===== src/hw/rtl/csa_pkg.sv =====
// Shared constants, types and helpers for the cosine similarity accumulator.
// No dependencies; used by csa_mul, csa_seq and the top level.
`timescale 1ns / 1ps

package csa_pkg;

  localparam int MAX_LEN    = 1024;
  localparam int ELEM_WIDTH = 16;

  localparam int FIELD_W = 16;
  localparam int SIM_W   = 16;
  localparam int ACC_W   = 48;
  localparam int CHUNK_W = ACC_W / 2;
  localparam int MUL_W   = ((ELEM_WIDTH > CHUNK_W) ? ELEM_WIDTH : CHUNK_W) + 1;
  localparam int MPROD_W = 2 * MUL_W;
  localparam int PROD_W  = 2 * ACC_W;
  localparam int Q_FRAC  = 15;
  localparam int Q_W     = Q_FRAC + 1;
  localparam int Q_LIMIT = 2 ** Q_FRAC;
  localparam int K_W     = $clog2(Q_W);
  localparam int T_W     = PROD_W + Q_W;
  localparam int SRCH_W  = PROD_W + 2 * Q_W;
  localparam int PP_W    = 3;
  localparam int CNT_W   = $clog2(MAX_LEN + 1);

  localparam logic [MUL_W-1:0] ELEM_MASK =
    {{(MUL_W - ELEM_WIDTH){1'b0}}, {ELEM_WIDTH{1'b1}}};

  typedef enum logic [3:0] {
    ST_IDLE,
    ST_AB,
    ST_AA,
    ST_BB,
    ST_NB,
    ST_MAG,
    ST_PP_MUL,
    ST_PP_ADD,
    ST_SQ_X,
    ST_SQ_Y,
    ST_SQ_UPD,
    ST_RES
  } state_e;

  typedef struct packed {
    logic             valid;
    logic [SIM_W-1:0] similarity;
    logic             zero_norm;
    logic             length_overflow;
  } res_t;

  // low ELEM_WIDTH bits of the field, sign-extended from bit ELEM_WIDTH-1
  function automatic logic [MUL_W-1:0] sext_elem(logic [FIELD_W-1:0] f);
    logic [MUL_W-1:0] v;
    v = MUL_W'(f) & ELEM_MASK;
    if (v[ELEM_WIDTH-1]) begin
      v = v | ~ELEM_MASK;
    end
    return v;
  endfunction

endpackage


===== src/hw/rtl/csa_mul.sv =====
// Registered signed multiplier shared by accumulation and the partial products for the final search.
// Depends on csa_pkg for operand widths.
`timescale 1ns / 1ps

module csa_mul (
  input  logic                               clk_i,
  input  logic                               en_i,
  input  logic signed [csa_pkg::MUL_W-1:0]   a_i,
  input  logic signed [csa_pkg::MUL_W-1:0]   b_i,
  output logic signed [csa_pkg::MPROD_W-1:0] prod_o
);

  logic signed [csa_pkg::MPROD_W-1:0] prod_q;

  always_ff @(posedge clk_i) begin
    if (en_i) begin
      prod_q <= a_i * b_i;
    end
  end

  assign prod_o = prod_q;

endmodule


===== src/hw/rtl/csa_seq.sv =====
// Sequencer and datapath: accumulates dot and norms, then builds the Q1.15
// magnitude bit by bit with one shared adder. Depends on csa_pkg, csa_mul.
`timescale 1ns / 1ps

module csa_seq (
  input  logic                        clk_i,
  input  logic                        rst_ni,
  input  logic                        in_valid_i,
  output logic                        in_ready_o,
  input  logic [csa_pkg::FIELD_W-1:0] elem_a_i,
  input  logic [csa_pkg::FIELD_W-1:0] elem_b_i,
  input  logic                        last_i,
  input  logic                        out_free_i,
  output csa_pkg::res_t               res_o
);

  csa_pkg::state_e state_q, state_d;

  logic [csa_pkg::MUL_W-1:0]  a_q, a_d, b_q, b_d;
  logic                       last_q, last_d;
  logic [csa_pkg::ACC_W-1:0]  dot_q, dot_d, na_q, na_d, nb_q, nb_d;
  logic [csa_pkg::CNT_W-1:0]  cnt_q, cnt_d;
  logic                       ovf_q, ovf_d;
  logic                       neg_q, neg_d, zn_q, zn_d;
  logic [csa_pkg::ACC_W-1:0]  mag_q, mag_d;
  logic [csa_pkg::PROD_W-1:0] p_q, p_d, r_q, r_d;
  logic [csa_pkg::SRCH_W-1:0] s_q, s_d, w_q, w_d;
  logic [csa_pkg::T_W-1:0]    t_q, t_d;
  logic [csa_pkg::Q_W-1:0]    q_q, q_d;
  logic [csa_pkg::K_W-1:0]    k_q, k_d;
  logic [csa_pkg::PP_W-1:0]   pp_q, pp_d;

  logic                               mul_en;
  logic signed [csa_pkg::MUL_W-1:0]   mul_a, mul_b;
  logic signed [csa_pkg::MPROD_W-1:0] mul_p;
  logic [csa_pkg::ACC_W-1:0]          prod;

  logic [csa_pkg::SRCH_W-1:0]  add_a, add_b, add_s;
  logic [csa_pkg::ACC_W-1:0]   pp_x, pp_y;
  logic [csa_pkg::CHUNK_W-1:0] pp_xc, pp_yc;
  logic [6:0]                  pp_shift;
  logic                        fit;
  logic [csa_pkg::Q_W-1:0]     qc;
  logic [csa_pkg::SIM_W-1:0]   sim;

  csa_mul u_mul (
    .clk_i  (clk_i),
    .en_i   (mul_en),
    .a_i    (mul_a),
    .b_i    (mul_b),
    .prod_o (mul_p)
  );

  assign prod  = mul_p[csa_pkg::ACC_W-1:0];
  assign add_s = add_a + add_b;

  always_comb begin
    pp_x  = pp_q[2] ? mag_q : na_q;
    pp_y  = pp_q[2] ? mag_q : nb_q;
    pp_xc = pp_q[0] ? pp_x[csa_pkg::ACC_W-1:csa_pkg::CHUNK_W] : pp_x[csa_pkg::CHUNK_W-1:0];
    pp_yc = pp_q[1] ? pp_y[csa_pkg::ACC_W-1:csa_pkg::CHUNK_W] : pp_y[csa_pkg::CHUNK_W-1:0];
    case (pp_q[1:0])
      2'b00:   pp_shift = 7'd0;
      2'b11:   pp_shift = 7'(2 * csa_pkg::CHUNK_W);
      default: pp_shift = 7'(csa_pkg::CHUNK_W);
    endcase
    fit = w_q <= (csa_pkg::SRCH_W'(r_q) << (2 * csa_pkg::Q_FRAC));
    qc  = (q_q > csa_pkg::Q_W'(csa_pkg::Q_LIMIT)) ? csa_pkg::Q_W'(csa_pkg::Q_LIMIT) : q_q;
    if (neg_q) begin
      sim = csa_pkg::SIM_W'(csa_pkg::Q_W'(0) - qc);
    end else if (qc > csa_pkg::Q_W'(csa_pkg::Q_LIMIT - 1)) begin
      sim = csa_pkg::SIM_W'(csa_pkg::Q_LIMIT - 1);
    end else begin
      sim = csa_pkg::SIM_W'(qc);
    end
  end

  always_comb begin
    state_d = state_q;
    a_d = a_q;  b_d = b_q;  last_d = last_q;
    dot_d = dot_q;  na_d = na_q;  nb_d = nb_q;
    cnt_d = cnt_q;  ovf_d = ovf_q;
    neg_d = neg_q;  zn_d = zn_q;  mag_d = mag_q;
    p_d = p_q;  r_d = r_q;  s_d = s_q;  t_d = t_q;  w_d = w_q;
    q_d = q_q;  k_d = k_q;  pp_d = pp_q;
    mul_en = 1'b0;
    mul_a  = a_q;
    mul_b  = b_q;
    add_a  = '0;
    add_b  = '0;
    in_ready_o = 1'b0;
    res_o = '0;

    unique case (state_q)
      csa_pkg::ST_IDLE: begin
        in_ready_o = 1'b1;
        if (in_valid_i) begin
          a_d    = csa_pkg::sext_elem(elem_a_i);
          b_d    = csa_pkg::sext_elem(elem_b_i);
          last_d = last_i;
          if (cnt_q < csa_pkg::CNT_W'(csa_pkg::MAX_LEN)) begin
            state_d = csa_pkg::ST_AB;
          end else begin
            ovf_d   = 1'b1;
            state_d = last_i ? csa_pkg::ST_MAG : csa_pkg::ST_IDLE;
          end
        end
      end
      csa_pkg::ST_AB: begin
        mul_en  = 1'b1;
        state_d = csa_pkg::ST_AA;
      end
      csa_pkg::ST_AA: begin
        mul_en  = 1'b1;
        mul_b   = a_q;
        add_a   = csa_pkg::SRCH_W'(dot_q);
        add_b   = csa_pkg::SRCH_W'(prod);
        dot_d   = add_s[csa_pkg::ACC_W-1:0];
        state_d = csa_pkg::ST_BB;
      end
      csa_pkg::ST_BB: begin
        mul_en  = 1'b1;
        mul_a   = b_q;
        add_a   = csa_pkg::SRCH_W'(na_q);
        add_b   = csa_pkg::SRCH_W'(prod);
        na_d    = add_s[csa_pkg::ACC_W-1:0];
        state_d = csa_pkg::ST_NB;
      end
      csa_pkg::ST_NB: begin
        add_a   = csa_pkg::SRCH_W'(nb_q);
        add_b   = csa_pkg::SRCH_W'(prod);
        nb_d    = add_s[csa_pkg::ACC_W-1:0];
        cnt_d   = cnt_q + 1'b1;
        state_d = last_q ? csa_pkg::ST_MAG : csa_pkg::ST_IDLE;
      end
      csa_pkg::ST_MAG: begin
        // magnitude of dot via the adder: ~x + 1 when negative
        add_a = csa_pkg::SRCH_W'(dot_q[csa_pkg::ACC_W-1] ? ~dot_q : dot_q);
        add_b = csa_pkg::SRCH_W'(dot_q[csa_pkg::ACC_W-1]);
        mag_d = add_s[csa_pkg::ACC_W-1:0];
        p_d   = '0;
        r_d   = '0;
        s_d   = '0;
        t_d   = '0;
        q_d   = '0;
        pp_d  = '0;
        k_d   = csa_pkg::K_W'(csa_pkg::Q_W - 1);
        if (na_q == '0 || nb_q == '0) begin
          zn_d    = 1'b1;
          neg_d   = 1'b0;
          state_d = csa_pkg::ST_RES;
        end else begin
          zn_d    = 1'b0;
          neg_d   = dot_q[csa_pkg::ACC_W-1];
          state_d = csa_pkg::ST_PP_MUL;
        end
      end
      csa_pkg::ST_PP_MUL: begin
        mul_en  = 1'b1;
        mul_a   = csa_pkg::MUL_W'(pp_xc);
        mul_b   = csa_pkg::MUL_W'(pp_yc);
        state_d = csa_pkg::ST_PP_ADD;
      end
      csa_pkg::ST_PP_ADD: begin
        add_a = csa_pkg::SRCH_W'(pp_q[2] ? r_q : p_q);
        add_b = csa_pkg::SRCH_W'(prod) << pp_shift;
        if (pp_q[2]) begin
          r_d = add_s[csa_pkg::PROD_W-1:0];
        end else begin
          p_d = add_s[csa_pkg::PROD_W-1:0];
        end
        pp_d    = pp_q + 1'b1;
        state_d = (pp_q == '1) ? csa_pkg::ST_SQ_X : csa_pkg::ST_PP_MUL;
      end
      csa_pkg::ST_SQ_X: begin
        // candidate c = q + 2^k: c^2 P = S + (qP << k+1) + (P << 2k)
        add_a   = s_q;
        add_b   = csa_pkg::SRCH_W'(t_q) << ({1'b0, k_q} + 1'b1);
        w_d     = add_s;
        state_d = csa_pkg::ST_SQ_Y;
      end
      csa_pkg::ST_SQ_Y: begin
        add_a   = w_q;
        add_b   = csa_pkg::SRCH_W'(p_q) << {k_q, 1'b0};
        w_d     = add_s;
        state_d = csa_pkg::ST_SQ_UPD;
      end
      csa_pkg::ST_SQ_UPD: begin
        add_a = csa_pkg::SRCH_W'(t_q);
        add_b = csa_pkg::SRCH_W'(p_q) << k_q;
        if (fit) begin
          s_d = w_q;
          t_d = add_s[csa_pkg::T_W-1:0];
          q_d = q_q | (csa_pkg::Q_W'(1) << k_q);
        end
        k_d     = k_q - 1'b1;
        state_d = (k_q == '0) ? csa_pkg::ST_RES : csa_pkg::ST_SQ_X;
      end
      csa_pkg::ST_RES: begin
        if (out_free_i) begin
          res_o.valid           = 1'b1;
          res_o.similarity      = zn_q ? '0 : sim;
          res_o.zero_norm       = zn_q;
          res_o.length_overflow = ovf_q;
          dot_d   = '0;
          na_d    = '0;
          nb_d    = '0;
          cnt_d   = '0;
          ovf_d   = 1'b0;
          state_d = csa_pkg::ST_IDLE;
        end
      end
      default: state_d = csa_pkg::ST_IDLE;
    endcase
  end

  always_ff @(posedge clk_i or negedge rst_ni) begin
    if (!rst_ni) begin
      state_q <= csa_pkg::ST_IDLE;
      dot_q   <= '0;
      na_q    <= '0;
      nb_q    <= '0;
      cnt_q   <= '0;
      ovf_q   <= 1'b0;
    end else begin
      state_q <= state_d;
      dot_q   <= dot_d;
      na_q    <= na_d;
      nb_q    <= nb_d;
      cnt_q   <= cnt_d;
      ovf_q   <= ovf_d;
    end
  end

  always_ff @(posedge clk_i) begin
    a_q    <= a_d;
    b_q    <= b_d;
    last_q <= last_d;
    neg_q  <= neg_d;
    zn_q   <= zn_d;
    mag_q  <= mag_d;
    p_q    <= p_d;
    r_q    <= r_d;
    s_q    <= s_d;
    t_q    <= t_d;
    w_q    <= w_d;
    q_q    <= q_d;
    k_q    <= k_d;
    pp_q   <= pp_d;
  end

  a_res_free: assert property (@(posedge clk_i) disable iff (!rst_ni)
    res_o.valid |-> out_free_i)
    else $error("result issued while output slot busy");

  a_clear: assert property (@(posedge clk_i) disable iff (!rst_ni)
    res_o.valid |=> (dot_q == '0 && na_q == '0 && nb_q == '0 && cnt_q == '0 && !ovf_q))
    else $error("accumulators not cleared after result");

  a_cnt_max: assert property (@(posedge clk_i) disable iff (!rst_ni)
    cnt_q <= csa_pkg::CNT_W'(csa_pkg::MAX_LEN))
    else $error("pair count beyond limit");

  a_zero_sim: assert property (@(posedge clk_i) disable iff (!rst_ni)
    (res_o.valid && res_o.zero_norm) |-> res_o.similarity == '0)
    else $error("zero norm with nonzero similarity");

endmodule


===== src/hw/rtl/cosine_similarity_accumulator_unit.sv =====
// Top level of the cosine similarity accumulator: stream ports and result register.
// Depends on csa_pkg and csa_seq.
`timescale 1ns / 1ps
//
// Input channel s_axis: one item is one pair of signed elements (a, b);
// s_axis_tlast marks the final pair of the two vectors. Each item is taken in
// the idle state and then passes through the shared multiplier and adder in
// the states AB, AA, BB and NB before the next pair is taken. The final pair
// goes on to the dot magnitude, the two 48x48 products built from four
// 24x24 partial products each, and the 16 result bits (three adder passes a
// bit), and then hands the result over. tready is low meanwhile.
// A pair beyond the length limit is dropped in its accept cycle, and a final
// pair with a zero norm skips the products and the search.
// Output channel m_axis: one item per vector pair, carrying the Q1.15 result
// and the zero-norm and length-overflow flags. The result waits in an output
// register; the block keeps accepting pairs while it waits, and a later
// final pair holds its result until the register is free.
// Reset clears the accumulators, pair count and overflow flag, and empties
// the output register.

module cosine_similarity_accumulator_unit (
  input  logic        clk_i,
  input  logic        rst_ni,
  input  logic        s_axis_tvalid,
  output logic        s_axis_tready,
  input  logic [31:0] s_axis_tdata,   // [15:0] elem_a, [31:16] elem_b
  input  logic        s_axis_tlast,   // last_pair
  output logic        m_axis_tvalid,
  input  logic        m_axis_tready,
  output logic [15:0] m_axis_tdata,   // [15:0] similarity
  output logic [1:0]  m_axis_tuser    // [0] zero_norm, [1] length_overflow
);

  csa_pkg::res_t res;
  logic          out_free;
  logic          m_valid_q;
  logic [15:0]   m_data_q;
  logic [1:0]    m_user_q;

  assign out_free = !m_valid_q || m_axis_tready;

  csa_seq u_seq (
    .clk_i      (clk_i),
    .rst_ni     (rst_ni),
    .in_valid_i (s_axis_tvalid),
    .in_ready_o (s_axis_tready),
    .elem_a_i   (s_axis_tdata[15:0]),
    .elem_b_i   (s_axis_tdata[31:16]),
    .last_i     (s_axis_tlast),
    .out_free_i (out_free),
    .res_o      (res)
  );

  always_ff @(posedge clk_i or negedge rst_ni) begin
    if (!rst_ni) begin
      m_valid_q <= 1'b0;
    end else if (res.valid) begin
      m_valid_q <= 1'b1;
    end else if (m_axis_tready) begin
      m_valid_q <= 1'b0;
    end
  end

  always_ff @(posedge clk_i) begin
    if (res.valid) begin
      m_data_q <= res.similarity;
      m_user_q <= {res.length_overflow, res.zero_norm};
    end
  end

  assign m_axis_tvalid = m_valid_q;
  assign m_axis_tdata  = m_data_q;
  assign m_axis_tuser  = m_user_q;

endmodule


===== config.mk =====
export PLATFORM = sky130hd
export DESIGN_NAME = cosine_similarity_accumulator_unit
export DESIGN_NICKNAME = d
export VERILOG_FILES = /design/src/hw/rtl/csa_pkg.sv /design/src/hw/rtl/csa_mul.sv /design/src/hw/rtl/csa_seq.sv /design/src/hw/rtl/cosine_similarity_accumulator_unit.sv
export SDC_FILE = /design/constraint.sdc
export NUM_CORES = 2
export LEC_CHECK = 0
export ABC_CLOCK_PERIOD_IN_PS = 28800
export BUFFER_PORTS_ARGS = -buffer_cell sky130_fd_sc_hd__buf_2
export CAP_MARGIN = 10
export CORE_UTILIZATION = 35
export CTS_CLUSTER_DIAMETER = 60
export CTS_CLUSTER_SIZE = 28
export DETAILED_ROUTE_END_ITERATION = 6
export HOLD_SLACK_MARGIN = 0.03
export PLACE_DENSITY = 0.5
export SYNTH_ARGS = -nofsm -noshare
export SYNTH_HDL_FRONTEND = slang
export SYNTH_SLANG_ARGS = --single-unit

===== constraint.sdc =====
create_clock -name clk_i -period 28.8 [get_ports clk_i]
set_input_delay 2.88 -clock clk_i [delete_from_list [all_inputs] [get_ports clk_i]]
set_output_delay 2.88 -clock clk_i [all_outputs]
set_load 0.05 [all_outputs]

======== Yosys cells after proc, flatten, opt, wreduce, memory -nomap -nowiden ========
Index checks and enable logic that the tools add are counted.
cells by class
  $add $sub $neg .......................... 6
  multipliers ............................. 1
  divide/modulo/power cells ............... 0
  order comparisons ....................... 4
  eq/ne operators ......................... 19
  shift-type cells ........................ 5
  mux-type cells .......................... 55
  bitwise operators ....................... 4
  reductions and logical operators ........ 29
operators by type and width
  cell                                         count
  one-hot mux 128 bit (8 select lines)         1
  one-hot mux 128 bit (6 select lines)         1
  one-hot mux 96 bit (2 select lines)          2
  2-to-1 mux 96 bit                            3
  one-hot mux 48 bit (2 select lines)          3
  2-to-1 mux 128 bit                           2
  one-hot mux 128 bit (2 select lines)         1
  one-hot mux 112 bit (2 select lines)         1
  2-to-1 mux 48 bit                            3
  adder 128 bit                                1
  less-or-equal comparator 128 x 126 -> 1 bit  1
  NOT 48 -> 128 bit                            1
  left shift 112 x 5 -> 128 bit                1
  left shift 48 x 6 -> 128 bit                 1
  left shift 96 x 4 -> 128 bit                 1
  left shift 96 x 5 -> 128 bit                 1
  2-to-1 mux 112 bit                           1
  one-hot mux 25 bit (2 select lines)          2
  logical NOT 48 bit                           2
  2-to-1 mux 16 bit                            5
  2-to-1 mux 25 bit                            2
  multiplier 25 x 25 -> 48 bit                 1
  2-to-1 mux 24 bit                            2
  one-hot mux 4 bit (12 select lines)          1
  41 further kinds                             83
word-level totals
  register bits ........................... 911
  bits in latches ......................... 0
  memory bits (writable) .................. 0
  memory bits (read-only) ................. 0
  bits of input ports ..................... 37
  output and inout bits ................... 20
  memories ................................ 0

======== Logic depth before layout (Yosys ltp) ========
  depth in word-level cells ............... 9
  depth in mapped cells ................... 35
  depth with buffers taken out ............ 31

======== Cells and area by module ========
Synthesis repeated with hierarchy kept, for this count alone.
unflattened totals
  cells, all modules ...................... 8,915
  area total of the unflattened synthesis .. 86,570.5 um^2
by module, submodules not included
  module                              instances  cells an instance  area each (um^2)  sequential area each (um^2)
  csa_seq                             1          6,331              61,401.4          24,003.0
  csa_mul                             1          2,563              24,581.1          1,501.4
  cosine_similarity_accumulator_unit  1          21                 588.1             565.5

======== Worst setup path after synthesis ========
Ideal clock, no wire load.
  path kind ............................... reg2reg
  from .................................... reg u_seq.pp_q[2] in the netlist's numbering
  to ...................................... reg u_seq.p_q[0] in the netlist's numbering (enable)
  setup time .............................. 0.683 ns
  arrival ................................. 8.583 ns
  required time ........................... 28.117 ns
  path slack .............................. 19.534 ns
  cell stages (with the launch flop) ...... 8
  period minus slack after synthesis ...... 9.266 ns
  path through ............................ edfxtp_1 > buf_2 > buf_1 > buf_2 > buf_1 > clkbuf_1 > buf_2 > o21ai_0
between the ends
  cells in the longest elaborated chain, start to end .. 2
ends and longest elaborated chain
  what                                  line            RTL
  start, declared                       csa_seq.sv:31   logic [csa_pkg::PP_W-1:0] pp_q, pp_d;
  start signal, assigned                csa_seq.sv:249  pp_q <= pp_d;
  != test 2 bit (no source line)        n/a
  AND reduction 2 bit (no source line)  n/a
  end signal, assigned                  csa_seq.sv:242  p_q <= p_d;
  end, declared                         csa_seq.sv:26   logic [csa_pkg::PROD_W-1:0] p_q, p_d, r_q, r_d;
Every way passes these cells.
A chain may end at the register's enable or synchronous reset.

======== Worst setup path after layout ========
  from .................................... reg u_seq.state_q[0]
  to ...................................... reg u_seq.u_mul.prod_q, in the netlist u_seq.u_mul.prod_o[43] (data pin)
between the ends
  cells in the longest elaborated chain, start to end .. 3
ends and longest elaborated chain
  what                                                              line            RTL
  start, declared                                                   csa_seq.sv:17   csa_pkg::state_e state_q, state_d;
  start signal, assigned                                            csa_seq.sv:219  state_q <= csa_pkg::ST_IDLE;
  start signal, assigned                                            csa_seq.sv:226  state_q <= state_d;
  == test 4 x 3 -> 1 bit or == test 4 x 2 -> 1 bit (tied branches)  csa_seq.sv:94   unique case (state_q)
  one-hot mux 25 bit (2 select lines)                               csa_seq.sv:94
  multiplier 25 x 25 -> 48 bit (*)                                  csa_mul.sv:17   prod_q <= a_i * b_i;
  end signal, assigned                                              csa_mul.sv:17
  end, declared                                                     csa_mul.sv:13   logic signed [csa_pkg::MPROD_W-1:0] prod_q;
Mark *: on every way between the ends. The rest lies on a longest branch, timed or not.

==> impl_metrics.yaml <==
outcome:
  outcome: "finished with violations"
  violations: "DRC"
sta:
  worst_slew_pin_slew_ns: 1.409
  rsz0062_at_grt: "no"
  min_period_ns: 10.99
  relSlewSlack: 0.06085
  final-max-slew-violation-count: 0
  worst_slack_ns: 17.81
  max_clock_freq_mhz: 90.96
  whs_ns: 0.5373
  clock_skew_ns: 0.07991
  setup_viol_count_final: 0
  tns_ns: 0
  post-route-period-util: 0.3817
  finalHoldViolations: 0
final_layout:
  final_common_cell: "nand2_1"
  final_nets: 9953
  instances_no_fill: 12188
  drive_gt1_frac: 0.07624
  layout_common_cells: "nand2_1 (1190), nor2_1 (927), inv_1 (878)"
  area_delta_synth_final_pct: 8.692
logic_synthesis:
  synth_flop_cell: "edfxtp_1"
  synthCells: 9173
  synth.distinct_cells: 83
  ys_ff_latch: 893
  synth_area_leader_cell: "edfxtp_1"
  syn_nets: 10224
  synth-edff-count: 732
  synth_area_um2: 85160
  synth_async_sr_flop_share: 0.1803
  ys_top_cells_by_area: "edfxtp_1 (26%), fa_1 (15%), mux2i_1 (7.1%)"
  syn_avg_cell_area_um2: 9.284
  synth_seq_area_share: 0.3054
  ys.warnings.count: 0
  synth_top_area_share: 0.2581
worst_setup_path:
  criticalPathCategory: "reg2reg"
  crit_top_cell: "fa_1"
  crit_family: "adder cells"
  cpMaxStageDelayCell: "nand2_1"
  cp.arrival_ns: 11.51
  timing.critical_path.from: "u_seq.state_q[0]$_DFFE_PN0P_"
  max_stage_delay_ns: 0.92
  cp_max_fo: 30
  worst-endpoint-required_ns: 29.31
  critPathLaunchType: "flop"
  crit_buf_inv: 8
  rr_startpoint: "u_seq.state_q[0]$_DFFE_PN0P_"
  cp-end-kind: "flop"
grt:
  grt_usage: 0.3415
  grt-ovfl-total: 0
  antenna_found_initial: 31
  grt_pass1_vias: 73425
  grt_pass1_wl_mm: 586.9
  grt_max_degree: 101
min_path:
  hold_class: "reg2reg"
  holdCritStartpoint: "u_seq.dot_q[19]$_DFFE_PN0P_"
place:
  port_buffers: 56
  gp_congestion: 1.035
  placed_cells: 11988
  dp_slack_ns: 18.03
  dp_hpwl_mm: 334.6
cts:
  cts_tree: "done"
  insertion_delay_ns: 0.84
  cts_root_buffer: "clkbuf_16"
  numCtsBuffers: 95
  clockBufferDepth: 3
  postCtsSetupBuffers: 0
  path_clk_slew_ns: 0.08
  numClockSinks: 893
  cts_hold_buffers: 0
  ctsResizeCount: 0
  cts.htree.levels: 3
detailed_routing:
  drt_iter0_drc: 10907
  drc_errors: 4
  routedWlPerCell_um: 34.91
  totalWireLength_mm: 425.5
  vias_per_cell: 6.213
  num_vias: 75722
  dr.pass1.iters: 7
  ant_nets: 0
die:
  rows: 180
  fp.dieW_um: 495.3
  io_pins: 57
  initial_utilization: 0.3531
  coreArea_um2: 241200
  die_h_um: 495.3
  dieArea_um2: 245300
flow_run:
  maxCapViolCount: 0
-- registers in the layout, summed over array words and instances, names as in the netlist, 11 cells and up --
signal and cells:
u_seq.mag_q 48, u_seq.t_q 112, u_seq.p_q 96, u_seq.dot_q 48
u_seq.u_mul.prod_o 48, m_axis_tdata 16, u_seq.w_q 128, u_seq.b_q 16
u_seq.na_q 48, u_seq.q_q 16, u_seq.r_q 96, u_seq.cnt_q 11
u_seq.s_q 128, u_seq.a_q 16, u_seq.nb_q 48
-- routing by layer --
metal  vias up  wire length [um]  global-route usage
li1      31764                 -                   -
met1     38676            173400              0.4629
met2      4496            186300              0.5181
met3       774             39680             0.06137
met4        12             26000              0.1791
met5         -               117                   0
-- layout make-up --
class | instances | area (um2)
fill | 24226 | 148600
multi-input combinational | 6782 | 53900
sequential | 893 | 26010
tap | 3185 | 3985
inverter | 882 | 3313
clock buffer | 103 | 2427
timing repair buffer | 248 | 1753
clock inverter | 77 | 1129
antenna | 18 | 45.04
-- metrics by stage --
stage	instance area (um2)	utilization
finish	92570	0.3838
global route	92540	0.3837
CTS	92510	0.3835
detailed placement	88950	0.3688
global placement	88950	0.3688
floorplan	85160	-
-- cell usage after synthesis, types with 30 or more instances --
| master | count |
|---|---|
| nor3_1 | 73 |
| o21a_1 | 38 |
| buf_1 | 85 |
| mux4_2 | 137 |
| ha_1 | 373 |
| o211ai_1 | 31 |
| nor2b_1 | 30 |
| mux2i_1 | 607 |
| fa_1 | 641 |
| a221oi_1 | 67 |
| a22oi_1 | 158 |
| a211oi_1 | 49 |
| o21ai_0 | 410 |
| o221ai_1 | 43 |
| nand3_1 | 130 |
| a221o_1 | 49 |
| edfxtp_1 | 732 |
| a21o_1 | 134 |
| clkbuf_1 | 514 |
| o21bai_1 | 33 |
| xnor2_1 | 125 |
| a21oi_1 | 538 |
| nand2_1 | 1199 |
| nor2_1 | 934 |
| o22ai_1 | 171 |
| dfrtp_1 | 161 |
| and3_1 | 164 |
| and2_1 | 74 |
| nand4_1 | 118 |
| nor4_1 | 47 |
| a31oi_1 | 38 |
| inv_1 | 879 |
| xor2_1 | 75 |
| mux2_2 | 43 |
-- final timing paths --
check	to	slack [ns]	cells past startpoint
worst min register to register	u_seq.dot_q[19]$_DFFE_PN0P_	0.54	1
worst max-delay path	u_seq.u_mul.prod_o[43]$_DFFE_PP_	17.81	31
worst max register to register	u_seq.u_mul.prod_o[43]$_DFFE_PP_	17.81	31
worst min-delay path	u_seq.dot_q[19]$_DFFE_PN0P_	0.54	1
min in group asynchronous	u_seq.nb_q[2]$_DFFE_PN0P_	2.01	1
max in group asynchronous	u_seq.na_q[6]$_DFFE_PN0P_	24.53	3
-- cells by family (layout without fill, tap and decap cells) --
logic type               count (synthesis)  after routing  synth area share
flip-flops                             893            893            0.3054
AND/OR/NAND/NOR                       2848           2848            0.1442
other                                    0             18                 0
multiplexers                           787            787            0.1133
buffers and inverters                 1498           1310           0.06627
adder cells (fa/ha/maj)               1014           1014            0.2055
XOR/XNOR                               200            200           0.02057
AO/OA/AOI/OAI                         1933           1933            0.1448
Power is left out: the tool's default activity adds up to more than one toggle a clock period on the data nets, which glitch-free logic cannot reach.
